### config.mk
export PLATFORM = sky130hd
export DESIGN_NAME = double_ended_queue_unit
export DESIGN_NICKNAME = d
export VERILOG_FILES = /design/src/rtl/core/deq_pkg.sv /design/src/rtl/core/deq_ram.sv /design/src/rtl/core/deq_slot.sv /design/src/rtl/core/deq_ctrl.sv /design/src/rtl/core/double_ended_queue_unit.sv
export SDC_FILE = /design/constraint.sdc
export NUM_CORES = 1
export LEC_CHECK = 0
export BUFFER_PORTS_ARGS = -buffer_cell sky130_fd_sc_hd__buf_2
export CORE_MARGIN = 3
export CORE_UTILIZATION = 38
export DETAILED_ROUTE_END_ITERATION = 8
export PLACE_DENSITY = 0.58
export REMOVE_ABC_BUFFERS = 1
export SLEW_MARGIN = 40
export SYNTH_ARGS = -nofsm -noshare
export SYNTH_HDL_FRONTEND = slang
export SYNTH_SLANG_ARGS = --single-unit
### constraint.sdc
create_clock -name aclk -period 7 [get_ports aclk]
set_input_delay 0.35 -clock aclk [delete_from_list [all_inputs] [get_ports aclk]]
set_output_delay 0.35 -clock aclk [all_outputs]
set_load 0.02 [all_outputs]
### src/rtl/core/deq_pkg.sv
package deq_pkg;

    // Number of ring entries (legal range 2 to 64).
    localparam int DEQ_DEPTH = 32;
    // Ring index width.
    localparam int DEQ_AW = (DEQ_DEPTH > 1) ? $clog2(DEQ_DEPTH) : 1;
    // Width of a count that can hold DEQ_DEPTH itself.
    localparam int DEQ_CW = $clog2(DEQ_DEPTH + 1);
    // Width of an index plus an offset before the ring wrap.
    localparam int DEQ_SW = $clog2(2 * DEQ_DEPTH);
    // Stored word width.
    localparam int DEQ_VW = 31;

    typedef enum logic [2:0] {
        ACT_PUSH_FRONT = 3'd0,
        ACT_PUSH_REAR  = 3'd1,
        ACT_POP_FRONT  = 3'd2,
        ACT_POP_REAR   = 3'd3,
        ACT_PRINT      = 3'd4
    } action_t;

    typedef enum logic [2:0] {
        STAT_POPPED    = 3'd0,
        STAT_PRINTED   = 3'd1,
        STAT_EMPTY     = 3'd2,
        STAT_UNDERFLOW = 3'd3,
        STAT_OVERFLOW  = 3'd4
    } status_t;

    typedef struct packed {
        logic              we;
        logic              re;
        logic [DEQ_AW-1:0] addr;
        logic [DEQ_VW-1:0] wdata;
    } ram_req_t;

    typedef struct packed {
        logic [DEQ_VW-1:0] value;
        logic [2:0]        status;
        logic              last;
    } result_t;

endpackage

### src/rtl/core/deq_ram.sv
module deq_ram #(
    parameter int WIDTH = 31,
    parameter int DEPTH = 32
) (
    input  logic                                         aclk,
    input  logic                                         we,
    input  logic                                         re,
    input  logic [((DEPTH > 1) ? $clog2(DEPTH) : 1)-1:0] addr,
    input  logic [WIDTH-1:0]                             wdata,
    output logic [WIDTH-1:0]                             rdata
);

    logic [WIDTH-1:0] mem [DEPTH];
    logic [WIDTH-1:0] rdata_reg;

    always_ff @(posedge aclk) begin
        if (we) begin
            mem[addr] <= wdata;
        end
        if (re) begin
            rdata_reg <= mem[addr];
        end
    end

    assign rdata = rdata_reg;

endmodule

### src/rtl/core/deq_slot.sv
module deq_slot
    import deq_pkg::*;
(
    input  logic [DEQ_AW-1:0] base,
    input  logic [DEQ_CW-1:0] offset,
    output logic [DEQ_AW-1:0] slot
);

    logic [DEQ_SW-1:0] sum;

    // The offset is always below the depth, so one conditional subtract wraps the sum.
    always_comb begin
        sum = DEQ_SW'(base) + DEQ_SW'(offset);
        if (sum >= DEQ_SW'(DEQ_DEPTH)) begin
            sum = sum - DEQ_SW'(DEQ_DEPTH);
        end
        slot = sum[DEQ_AW-1:0];
    end

endmodule

### src/rtl/core/deq_ctrl.sv
module deq_ctrl
    import deq_pkg::*;
(
    input  logic              aclk,
    input  logic              aresetn,
    input  logic              in_valid,
    output logic              in_ready,
    input  logic [2:0]        in_action,
    input  logic [DEQ_VW-1:0] in_value,
    output ram_req_t          ram_req,
    input  logic [DEQ_VW-1:0] ram_rdata,
    output logic              res_valid,
    output result_t           res,
    input  logic              res_ready
);

    typedef enum logic [1:0] {
        S_IDLE = 2'b01,
        S_EMIT = 2'b10
    } state_t;

    state_t            state_reg, state_next;
    logic [DEQ_AW-1:0] front_reg, front_next;
    logic [DEQ_CW-1:0] occ_reg, occ_next;
    logic [DEQ_CW-1:0] idx_reg, idx_next;
    logic [2:0]        stat_reg, stat_next;
    logic              use_ram_reg, use_ram_next;
    logic              print_reg, print_next;
    logic              last_reg, last_next;

    logic [DEQ_CW-1:0] offset;
    logic [DEQ_AW-1:0] slot;
    logic              full;
    logic              empty;

    deq_slot u_slot (
        .base   (front_reg),
        .offset (offset),
        .slot   (slot)
    );

    assign full  = (occ_reg == DEQ_CW'(DEQ_DEPTH));
    assign empty = (occ_reg == '0);

    always_comb begin
        state_next   = state_reg;
        front_next   = front_reg;
        occ_next     = occ_reg;
        idx_next     = idx_reg;
        stat_next    = stat_reg;
        use_ram_next = use_ram_reg;
        print_next   = print_reg;
        last_next    = last_reg;
        offset       = '0;
        ram_req      = '0;
        ram_req.addr  = slot;
        ram_req.wdata = in_value;

        case (state_reg)
            S_IDLE: begin
                if (in_valid) begin
                    use_ram_next = 1'b0;
                    print_next   = 1'b0;
                    last_next    = 1'b1;
                    case (in_action)
                        ACT_PUSH_FRONT: begin
                            if (full) begin
                                stat_next  = STAT_OVERFLOW;
                                state_next = S_EMIT;
                            end else begin
                                offset     = DEQ_CW'(DEQ_DEPTH - 1);
                                ram_req.we = 1'b1;
                                front_next = slot;
                                occ_next   = occ_reg + 1'b1;
                            end
                        end
                        ACT_PUSH_REAR: begin
                            if (full) begin
                                stat_next  = STAT_OVERFLOW;
                                state_next = S_EMIT;
                            end else begin
                                offset     = occ_reg;
                                ram_req.we = 1'b1;
                                occ_next   = occ_reg + 1'b1;
                            end
                        end
                        ACT_POP_FRONT: begin
                            if (empty) begin
                                stat_next = STAT_UNDERFLOW;
                            end else begin
                                // Read the old front while the unit advances it.
                                offset       = DEQ_CW'(1);
                                ram_req.re   = 1'b1;
                                ram_req.addr = front_reg;
                                front_next   = slot;
                                occ_next     = occ_reg - 1'b1;
                                stat_next    = STAT_POPPED;
                                use_ram_next = 1'b1;
                            end
                            state_next = S_EMIT;
                        end
                        ACT_POP_REAR: begin
                            if (empty) begin
                                stat_next = STAT_UNDERFLOW;
                            end else begin
                                offset       = occ_reg - 1'b1;
                                ram_req.re   = 1'b1;
                                occ_next     = occ_reg - 1'b1;
                                stat_next    = STAT_POPPED;
                                use_ram_next = 1'b1;
                            end
                            state_next = S_EMIT;
                        end
                        ACT_PRINT: begin
                            if (empty) begin
                                stat_next = STAT_EMPTY;
                            end else begin
                                ram_req.re   = 1'b1;
                                idx_next     = '0;
                                stat_next    = STAT_PRINTED;
                                use_ram_next = 1'b1;
                                print_next   = 1'b1;
                                last_next    = (occ_reg == DEQ_CW'(1));
                            end
                            state_next = S_EMIT;
                        end
                        default: begin
                        end
                    endcase
                end
            end
            S_EMIT: begin
                if (res_ready) begin
                    if (print_reg && !last_reg) begin
                        // Fetch the next entry while the current one moves out.
                        offset     = idx_reg + 1'b1;
                        ram_req.re = 1'b1;
                        idx_next   = idx_reg + 1'b1;
                        last_next  = ((idx_reg + DEQ_CW'(2)) == occ_reg);
                    end else begin
                        state_next = S_IDLE;
                    end
                end
            end
            default: begin
                state_next = S_IDLE;
            end
        endcase
    end

    always_ff @(posedge aclk) begin
        if (!aresetn) begin
            state_reg   <= S_IDLE;
            front_reg   <= '0;
            occ_reg     <= '0;
            idx_reg     <= '0;
            stat_reg    <= '0;
            use_ram_reg <= 1'b0;
            print_reg   <= 1'b0;
            last_reg    <= 1'b0;
        end else begin
            state_reg   <= state_next;
            front_reg   <= front_next;
            occ_reg     <= occ_next;
            idx_reg     <= idx_next;
            stat_reg    <= stat_next;
            use_ram_reg <= use_ram_next;
            print_reg   <= print_next;
            last_reg    <= last_next;
        end
    end

    assign in_ready   = (state_reg == S_IDLE);
    assign res_valid  = (state_reg == S_EMIT);
    assign res.value  = use_ram_reg ? ram_rdata : '0;
    assign res.status = stat_reg;
    assign res.last   = last_reg;

`ifndef SYNTHESIS
    a_occ_bound: assert property (@(posedge aclk) disable iff (!aresetn)
        occ_reg <= DEQ_CW'(DEQ_DEPTH))
        else $error("occupancy exceeds depth");

    a_front_bound: assert property (@(posedge aclk) disable iff (!aresetn)
        front_reg <= DEQ_AW'(DEQ_DEPTH - 1))
        else $error("front index outside ring");

    a_occ_step: assert property (@(posedge aclk) disable iff (!aresetn)
        ##1 (occ_reg == $past(occ_reg) || occ_reg == $past(occ_reg) + 1'b1
             || occ_reg == $past(occ_reg) - 1'b1))
        else $error("occupancy moved by more than one");

    a_no_rw: assert property (@(posedge aclk) disable iff (!aresetn)
        !(ram_req.we && ram_req.re))
        else $error("read and write in the same cycle");

    a_push_quiet: assert property (@(posedge aclk) disable iff (!aresetn)
        ram_req.we |=> (state_reg == S_IDLE))
        else $error("successful push produced a result");
`endif

endmodule

### src/rtl/core/double_ended_queue_unit.sv
// Bounded double-ended queue of 31-bit words held in a ring of DEQ_DEPTH entries.
// Input transactions arrive on the s_ channel: s_tuser carries the action (push front,
// push rear, pop front, pop rear, print) and s_tdata the word to push.
// Result transactions leave on the m_ channel: m_tdata carries the popped or printed
// word, m_tuser the status code and m_tlast marks the final result of an action.
// A successful push produces no result; s_tready stays high.
// A pop, or a failed push or pop, produces one result. The RAM read runs at the accepting
// edge; the result passes through the S_EMIT state and then the output register, and
// s_tready returns as m_tvalid rises, so a new input waits until that result is registered.
// A print streams the held words front to rear, one per cycle while m_tready is
// high, since the sequencer fetches the next entry while the current one moves out.
// The ring index adder is one shared unit used for every pointer update and for every address but the pop-front read.
// s_tready is low from the acceptance of a result-producing action until its last
// result has entered the output register. A stall on m_tready holds the output
// register and the sequencer; no result is dropped or repeated.
// Reset empties the queue and clears the front index; stored words are not cleared
// and are never read before being written.
module double_ended_queue_unit
    import deq_pkg::*;
(
    input  logic        aclk,
    input  logic        aresetn,
    input  logic        s_tvalid,
    output logic        s_tready,
    input  logic [31:0] s_tdata,   // [30:0] push_value, [31] zero
    input  logic [2:0]  s_tuser,   // [2:0] action
    output logic        m_tvalid,
    input  logic        m_tready,
    output logic [31:0] m_tdata,   // [30:0] value, [31] zero
    output logic [2:0]  m_tuser,   // [2:0] status
    output logic        m_tlast
);

    ram_req_t          ram_req;
    logic [DEQ_VW-1:0] ram_rdata;
    logic              res_valid;
    logic              res_ready;
    result_t           res;

    logic              m_valid_reg;
    result_t           m_res_reg;

    deq_ram #(
        .WIDTH (DEQ_VW),
        .DEPTH (DEQ_DEPTH)
    ) u_ram (
        .aclk  (aclk),
        .we    (ram_req.we),
        .re    (ram_req.re),
        .addr  (ram_req.addr),
        .wdata (ram_req.wdata),
        .rdata (ram_rdata)
    );

    deq_ctrl u_ctrl (
        .aclk      (aclk),
        .aresetn   (aresetn),
        .in_valid  (s_tvalid),
        .in_ready  (s_tready),
        .in_action (s_tuser),
        .in_value  (s_tdata[DEQ_VW-1:0]),
        .ram_req   (ram_req),
        .ram_rdata (ram_rdata),
        .res_valid (res_valid),
        .res       (res),
        .res_ready (res_ready)
    );

    // The output register takes a new result when empty or when its current
    // transaction completes in this cycle.
    assign res_ready = !m_valid_reg || m_tready;

    always_ff @(posedge aclk) begin
        if (!aresetn) begin
            m_valid_reg <= 1'b0;
        end else if (res_ready) begin
            m_valid_reg <= res_valid;
        end
    end

    always_ff @(posedge aclk) begin
        if (res_valid && res_ready) begin
            m_res_reg <= res;
        end
    end

    assign m_tvalid = m_valid_reg;
    assign m_tdata  = {1'b0, m_res_reg.value};
    assign m_tuser  = m_res_reg.status;
    assign m_tlast  = m_res_reg.last;

endmodule

# Word level (Yosys, flattened, before mapping)
# Memory sizes are Yosys's and may differ from the RTL's. A register that Yosys moved wholly into a read port is not among the register bits.
# Index checks and enable logic that the tools add are counted.
dict set report classes {
  muxes 54
  shifts 0
  n_div 0
  eq_ne 22
  n_reduce_logical 22
  add_sub_neg 6
  bitwise 0
  order_cmp 1
  mul 0
}
# cell n
set op_table {}
lappend op_table {{6-bit 2-to-1 mux} 13}
lappend op_table {{6-bit one-hot mux with 2 select lines} 3}
lappend op_table {{5-bit 2-to-1 mux} 6}
lappend op_table {{6-bit one-hot mux with 4 select lines} 1}
lappend op_table {{1-bit 2-to-1 mux} 16}
lappend op_table {{5-bit AND reduction} 3}
lappend op_table {{2-bit inequality test, second input constant} 7}
lappend op_table {{6-bit by 1-bit adder with 6-bit output, second input constant} 2}
lappend op_table {{2-bit 2-to-1 mux} 6}
lappend op_table {{5-bit one-hot mux with 2 select lines} 1}
lappend op_table {{3-bit one-hot mux with 3 select lines} 1}
lappend op_table {{2-bit by 1-bit inequality test with 1-bit output, second input constant} 4}
lappend op_table {{2-bit one-hot mux with 2 select lines} 2}
lappend op_table {{4-bit AND reduction} 2}
lappend op_table {{7-bit 2-to-1 mux} 1}
lappend op_table {{5-bit by 6-bit adder with 6-bit output} 1}
lappend op_table {{6-bit by 2-bit adder with 6-bit output, second input constant} 1}
lappend op_table {{3-bit by 2-bit == test with 1-bit output, second input constant} 2}
lappend op_table {{6-bit by 1-bit == test with 1-bit output, second input constant} 1}
lappend op_table {{6-bit == test} 1}
lappend op_table {{6-bit == test, second input constant} 1}
lappend op_table {{6-bit greater-or-equal comparator, second input constant} 1}
lappend op_table {{6-bit zero test} 1}
lappend op_table {{1-bit one-hot mux with 2 select lines} 3}
lappend op_table {{19 further kinds} 25}
dict set report word_totals {
  out_inout_bits 38
  word_cells 118
  ram_bits 992
  latch_bits 0
  romBits 0
  n_memories 1
  reg_bits 61
}
# memory depth width rd rd_clocked_by_memory_dff wr line
set mem_list {}
lappend mem_list {u_ram.mem 32 31 1 1 1 deq_ram.sv:13} ;# logic [WIDTH-1:0] mem [DEPTH];

# Logic depth before layout (Yosys ltp)
dict set report depth {
  depth_word 14
  depth_mapped 21
  depth_no_buf 18
}

# Cells and area by module
# From an unflattened synthesis, not the netlist that was laid out.
dict set report hier_totals {
  cells_unflattened 2407
  area_unflattened_um2 42309.3
}
# module seq_area_each_um2 cells_per_inst area_each_um2 instances
set by_module_without_submodules {}
lappend by_module_without_submodules {deq_ram 30719.5 2039 38705.9 1}
lappend by_module_without_submodules {deq_ctrl 500.5 313 2349.8 1}
lappend by_module_without_submodules {double_ended_queue_unit 1071.0 42 1119.8 1}
lappend by_module_without_submodules {deq_slot 0.0 13 133.9 1}

# Least setup slack after synthesis
# OpenSTA, ideal clock, no wires.
dict set report synth_path {
  path_kind {reg2reg}
  startpoint {register u_ctrl.state_reg[1]}
  endpoint {memory u_ram.mem[12][0], enable pin}
  slack_ns 1.455
  path_buffers 2
  period_less_slack_ns 5.545
  t_arrival_ns 5.126
  t_required_ns 6.581
  path_stages_with_launch 20
  path_cell_list {dfxtp_1 -> inv_1 -> ha_1 -> nand2_2 -> or2_2 -> nor2_1 -> a21oi_1 -> nor2_1 -> ha_1 -> inv_1 -> fa_1 -> nand2b_1 -> a21oi_1 -> xor2_1 -> nor4_2 -> o31a_1 -> buf_6 -> buf_2 -> nand2_1 -> nor2_1}
}
dict set report synth_via {
  elab_chain_len 9
  word_cells_on_any_way 14
  classes_between {add/sub: 2; order compare: 1; eq/ne: 2; mux: 9}
}
# element line
set synth_rtl {}
lappend synth_rtl {{start: declaration} deq_ctrl.sv:22} ;# state_t state_reg, state_next;
lappend synth_rtl {{start signal: assignment} deq_ctrl.sv:162} ;# state_reg <= state_next;
lappend synth_rtl {{2-bit by 1-bit == test with 1-bit output *} --}
lappend synth_rtl {{named net s_tready} double_ended_queue_unit.sv:24} ;# output logic s_tready,
lappend synth_rtl {{6-bit one-hot mux with 2 select lines} deq_ctrl.sv:59} ;# case (state_reg)
lappend synth_rtl {{5-bit by 6-bit adder with 6-bit output} deq_slot.sv:13} ;# sum = DEQ_SW'(base) + DEQ_SW'(offset);
lappend synth_rtl {{5-bit by 1-bit subtractor with 5-bit output / 6-bit greater-or-equal comparator (equally long branches)} {deq_slot.sv:15, deq_slot.sv:14}}
lappend synth_rtl {{5-bit 2-to-1 mux} deq_slot.sv:14} ;# if (sum >= DEQ_SW'(DEQ_DEPTH)) begin
lappend synth_rtl {{6-bit 2-to-1 mux} deq_ctrl.sv:88} ;# if (empty) begin
lappend synth_rtl {{5-bit 2-to-1 mux} deq_ctrl.sv:65} ;# case (in_action)
lappend synth_rtl {{7-bit 2-to-1 mux} deq_ctrl.sv:61} ;# if (in_valid) begin
lappend synth_rtl {{5-bit 2-to-1 mux} deq_ctrl.sv:59}
lappend synth_rtl {{end: declaration} deq_ram.sv:13}
# Mark *: on every way through the listed nets, which the timed path passes. The rest lies on a longest branch.

# Worst setup path after layout
dict set report layout_path {
  startpoint {register u_ctrl.occ_reg[0]}
  endpoint {memory u_ram.mem[25][0], enable pin}
}
dict set report layout_via {
  elab_chain_len 12
  word_cells_on_any_way 23
  classes_between {add/sub: 3; order compare: 1; eq/ne: 1; mux: 17; reduce/logical: 1}
}
# element line
set layout_rtl {}
lappend layout_rtl {{start: declaration} deq_ctrl.sv:24} ;# logic [DEQ_CW-1:0] occ_reg, occ_next;
lappend layout_rtl {{start signal: assignment} deq_ctrl.sv:164} ;# occ_reg <= occ_next;
lappend layout_rtl {{6-bit by 1-bit subtractor with 6-bit output (tied with other cells)} deq_ctrl.sv:106} ;# offset = occ_reg - 1'b1;
lappend layout_rtl {{6-bit 2-to-1 mux (tied with other cells)} deq_ctrl.sv:103} ;# if (empty) begin
lappend layout_rtl {{6-bit one-hot mux with 4 select lines} deq_ctrl.sv:65}
lappend layout_rtl {{6-bit 2-to-1 mux} deq_ctrl.sv:61}
lappend layout_rtl {{6-bit one-hot mux with 2 select lines} deq_ctrl.sv:59}
lappend layout_rtl {{5-bit by 6-bit adder with 6-bit output} deq_slot.sv:13}
lappend layout_rtl {{5-bit by 1-bit subtractor with 5-bit output / 6-bit greater-or-equal comparator (equally long branches)} {deq_slot.sv:15, deq_slot.sv:14}}
lappend layout_rtl {{5-bit 2-to-1 mux} deq_slot.sv:14}
lappend layout_rtl {{6-bit 2-to-1 mux} deq_ctrl.sv:88}
lappend layout_rtl {{5-bit 2-to-1 mux} deq_ctrl.sv:65}
lappend layout_rtl {{7-bit 2-to-1 mux} deq_ctrl.sv:61}
lappend layout_rtl {{5-bit 2-to-1 mux} deq_ctrl.sv:59}
# Several ways; a longest one is shown, not always the timed one.

==> flow_summary.json <==
{
  "drcViolationCount": 0,
  "synthTopCellsByArea": "edfxtp_1 73%, nand2_1 7.5%, a21oi_1 4.3%, a31oi_1 1.3%, dfxtp_1 1.2%",
  "crit_family": "simple AND/OR/NAND/NOR gates",
  "final.setup.tns_ps": 0,
  "dieArea_sq_mm": 0.118,
  "path_class": "reg -> reg",
  "worstSkewPairLatency_ps": 680,
  "gp_congestion": 0.775,
  "cpPeakStageDelay_ps": 660,
  "drt-total-wl_um": 116000,
  "nets": 3328,
  "synth_cell_type_count": 69,
  "grt_max_degree": 178,
  "io_pins": 77,
  "p_leak_nw": 16.4,
  "drt_pass1_iterations": 5,
  "cp_common_cell": "nor2_1",
  "hold_class": "in -> reg",
  "reg2reg_from": "u_ctrl.occ_reg[0]$_SDFFE_PN0P_",
  "fin_crit_sh_pct": 82.2,
  "crit_required_ps": 7330,
  "place_area_sq_mm": 0.0459,
  "num_rows": 123,
  "maxSlewViolCount": 0,
  "ys_seq_area_share_pct": 74.5,
  "syn_to_final_growth_pct": 14.0,
  "worst_ir_drop_vdd_mv": 0.176,
  "yosysWarnings": 0,
  "cts_tree": "yes",
  "grt_first_pass_wirelength_um": 172000,
  "initial_utilization_pct": 38.4,
  "cts_buffers": 111,
  "clock_sink_count": 1084,
  "grt_use_total_pct": 19.4,
  "critical_path.slowest_cell": "nor2_4",
  "status": "complete, no violations",
  "n_fill_cell": 10100,
  "clock_skew_ps": 25.0,
  "yosys_most_used_dff": "edfxtp_1",
  "regArea_sq_mm": 0.0323,
  "reg2reg_depth": 18,
  "post-place-cells": 4659,
  "worstPathMaxFanout": 16,
  "die-width_um": 344,
  "drive_gt1_share_pct": 11.7,
  "die_y_um": 344,
  "syn_area_per_cell_sq_um": 13.4,
  "maxCapViolCount": 0,
  "syn-cell-area_sq_mm": 0.0433,
  "crit_buf_inv": 3,
  "setup_viol": 0,
  "grt_pass1_vias": 25600,
  "largest_reg_flops": 992,
  "portBuffers": 74,
  "crit_start": "u_ctrl.occ_reg[0]$_SDFFE_PN0P_",
  "path_depth": 18,
  "ant_nets": 0,
  "wl_per_cell_um": 23.9,
  "hold_violations": 0,
  "p_per_area_mw_per_mm2": 280,
  "vias": 26800,
  "rsz0062_at_grt": "false",
  "r2r_end": "u_ram.mem[25][0]$_DFFE_PP_",
  "synth-seq-cells": 1084,
  "clkTransAtPathRegs_ps": 60,
  "viasPerCell": 5.50,
  "core_area_sq_mm": 0.113,
  "finalNonFillerCells": 4868,
  "drtIter0Drc": 2617,
  "crit_path_end_kind": "flop",
  "synth_edf_count": 1058,
  "multi_input_area_sq_mm": 0.0103,
  "clk_path_buf_depth": 3,
  "grt-ovfl-total": 0,
  "grt_antenna_before_repair": 3,
  "r2r_slack_ps": 1250,
  "post-synth-top-count-cell": "edfxtp_1",
  "synth_top_area_cell": "edfxtp_1",
  "num_antenna_cells": 0,
  "finalInstanceArea_sq_mm": 0.0494,
  "synthCells": 3222,
  "htree_num_levels": 3,
  "root_buffer": "clkbuf_16",
  "timing.final.ws_setup_ps": 1250,
  "cp-start-kind": "flop",
  "synth_top_area_share_pct": 73.3,
  "slew_headroom_pct": 37.1,
  "synthTopCellsByCount": "1058 x edfxtp_1, 860 x nand2_1, 368 x a21oi_1",
  "dp_slack_ps": 1280,
  "place_hpwl_um": 61500,
  "clock.fmax_mhz": 174,
  "min_period_ps": 5750,
  "path_cells": "inv_1, ha_1, or4b_1, nor2_1, nor2_1, a21oi_1, nor2_1, ha_1, inv_1, fa_1, nand2b_1, a21oi_1, xor2_1, nor4_2, o31a_2, or2_1, nor2_4, buf_4",
  "crit_end": "u_ram.mem[25][0]$_DFFE_PP_",
  "ys_async_sr_fraction_pct": 0,
  "worst_slew_pin_slew_ps": 943,
  "crit_arrival_ps": 6080
}
==> logic make-up after synthesis <==
group                      synth area share [%]
buffers and inverters                      2.47
other                                   0.00865
adders and majority gates                 0.364
AOI/OAI and AO/OA                          10.7
muxes                                     0.211
DFF                                        74.5
xor gates and xnor gates                  0.404
and+or+nand+nor                            11.3
==> power by group <==
part / total [mW] / switching (mW) / internal (mW)
Combinational: 1.04 / 0.747 / 0.296
Sequential: 7.18 / 0.0172 / 7.16
Clock: 5.62 / 2.43 / 3.19
==> metrics by stage <==
stage / hold WS, ps / utilization (%) / power, mW
2_1_floorplan: 408 / - / 8.16
3_3_place_gp: 441 / 40.6 / 8.33
3_5_place_dp: 441 / 40.7 / 8.35
4_1_cts: 78.4 / 43.7 / 14.0
5_1_grt: 127 / 43.8 / 14.3
6_report: 123 / 43.8 / 13.8
==> area by class of cell <==
cell class              count  area share [%]
flip-flops and latches   1084            65.4
multi-input cells        1903            20.9
clock buffers             147            6.03
well taps                1500            3.80
repair buffers            161            2.87
clock inverters            57           0.892
inverters                  16           0.122
==> cells in the final DEF, fill, tap and decap left out, types with 8 or more instances in the layout <==
master	count
clkinv_1	28
xor2_1	8
and2_1	44
o221ai_1	27
inv_1	16
a22oi_1	37
clkbuf_16	114
a311oi_1	27
a32o_1	31
clkinv_2	13
clkbuf_1	33
buf_2	74
a221oi_1	16
xnor2_1	12
buf_4	57
a31oi_1	88
and3_1	58
nor2_4	33
dfxtp_1	25
a221oi_2	16
a22oi_2	19
nor2b_1	12
nand2_1	860
o21ai_0	20
ha_1	11
a21oi_1	366
edfxtp_1	1058
buf_12	21
nor2_1	17
nand3_1	104
==> metal layers <==
metal	vias to the layer above	wire (um)	track usage [%]
met2	943	54700	30.7
met5	-	0	0
met3	136	7920	3.00
li1	12100	-	-
met4	0	2170	4.65
met1	13600	51400	28.2
==> what timing repair did <==
| item | 4_1_cts | 5_1_grt |
|---|---|---|
| hold buffers | 2 | 0 |
| endpoints found under the hold margin | 2 | 0 |
| buffers inserted | 0 | 0 |
| gates resized for setup | 0 | 0 |
==> worst min path at each step <==
| stage | from | endpoint | slack [ps] | cells past startpoint |
|---|---|---|---|---|
| final | aresetn | u_ctrl.idx_reg[5]$_SDFFE_PN0P_ | 120 | 2 |
| after global routing | aresetn | m_tvalid$_SDFFE_PN0N_ | 130 | 2 |
| after CTS | aresetn | u_ctrl.idx_reg[5]$_SDFFE_PN0P_ | 80 | 2 |
| after detailed placement | u_ctrl.stat_reg[2]$_SDFFE_PN0P_ | m_tuser[2]$_DFFE_PP_ | 440 | 0 |
| after global placement | u_ctrl.stat_reg[2]$_SDFFE_PN0P_ | m_tuser[2]$_DFFE_PP_ | 440 | 0 |
| after floorplan | u_ctrl.stat_reg[0]$_SDFFE_PN0P_ | m_tuser[0]$_DFFE_PP_ | 410 | 0 |
(Power assumes the default switching activity.)
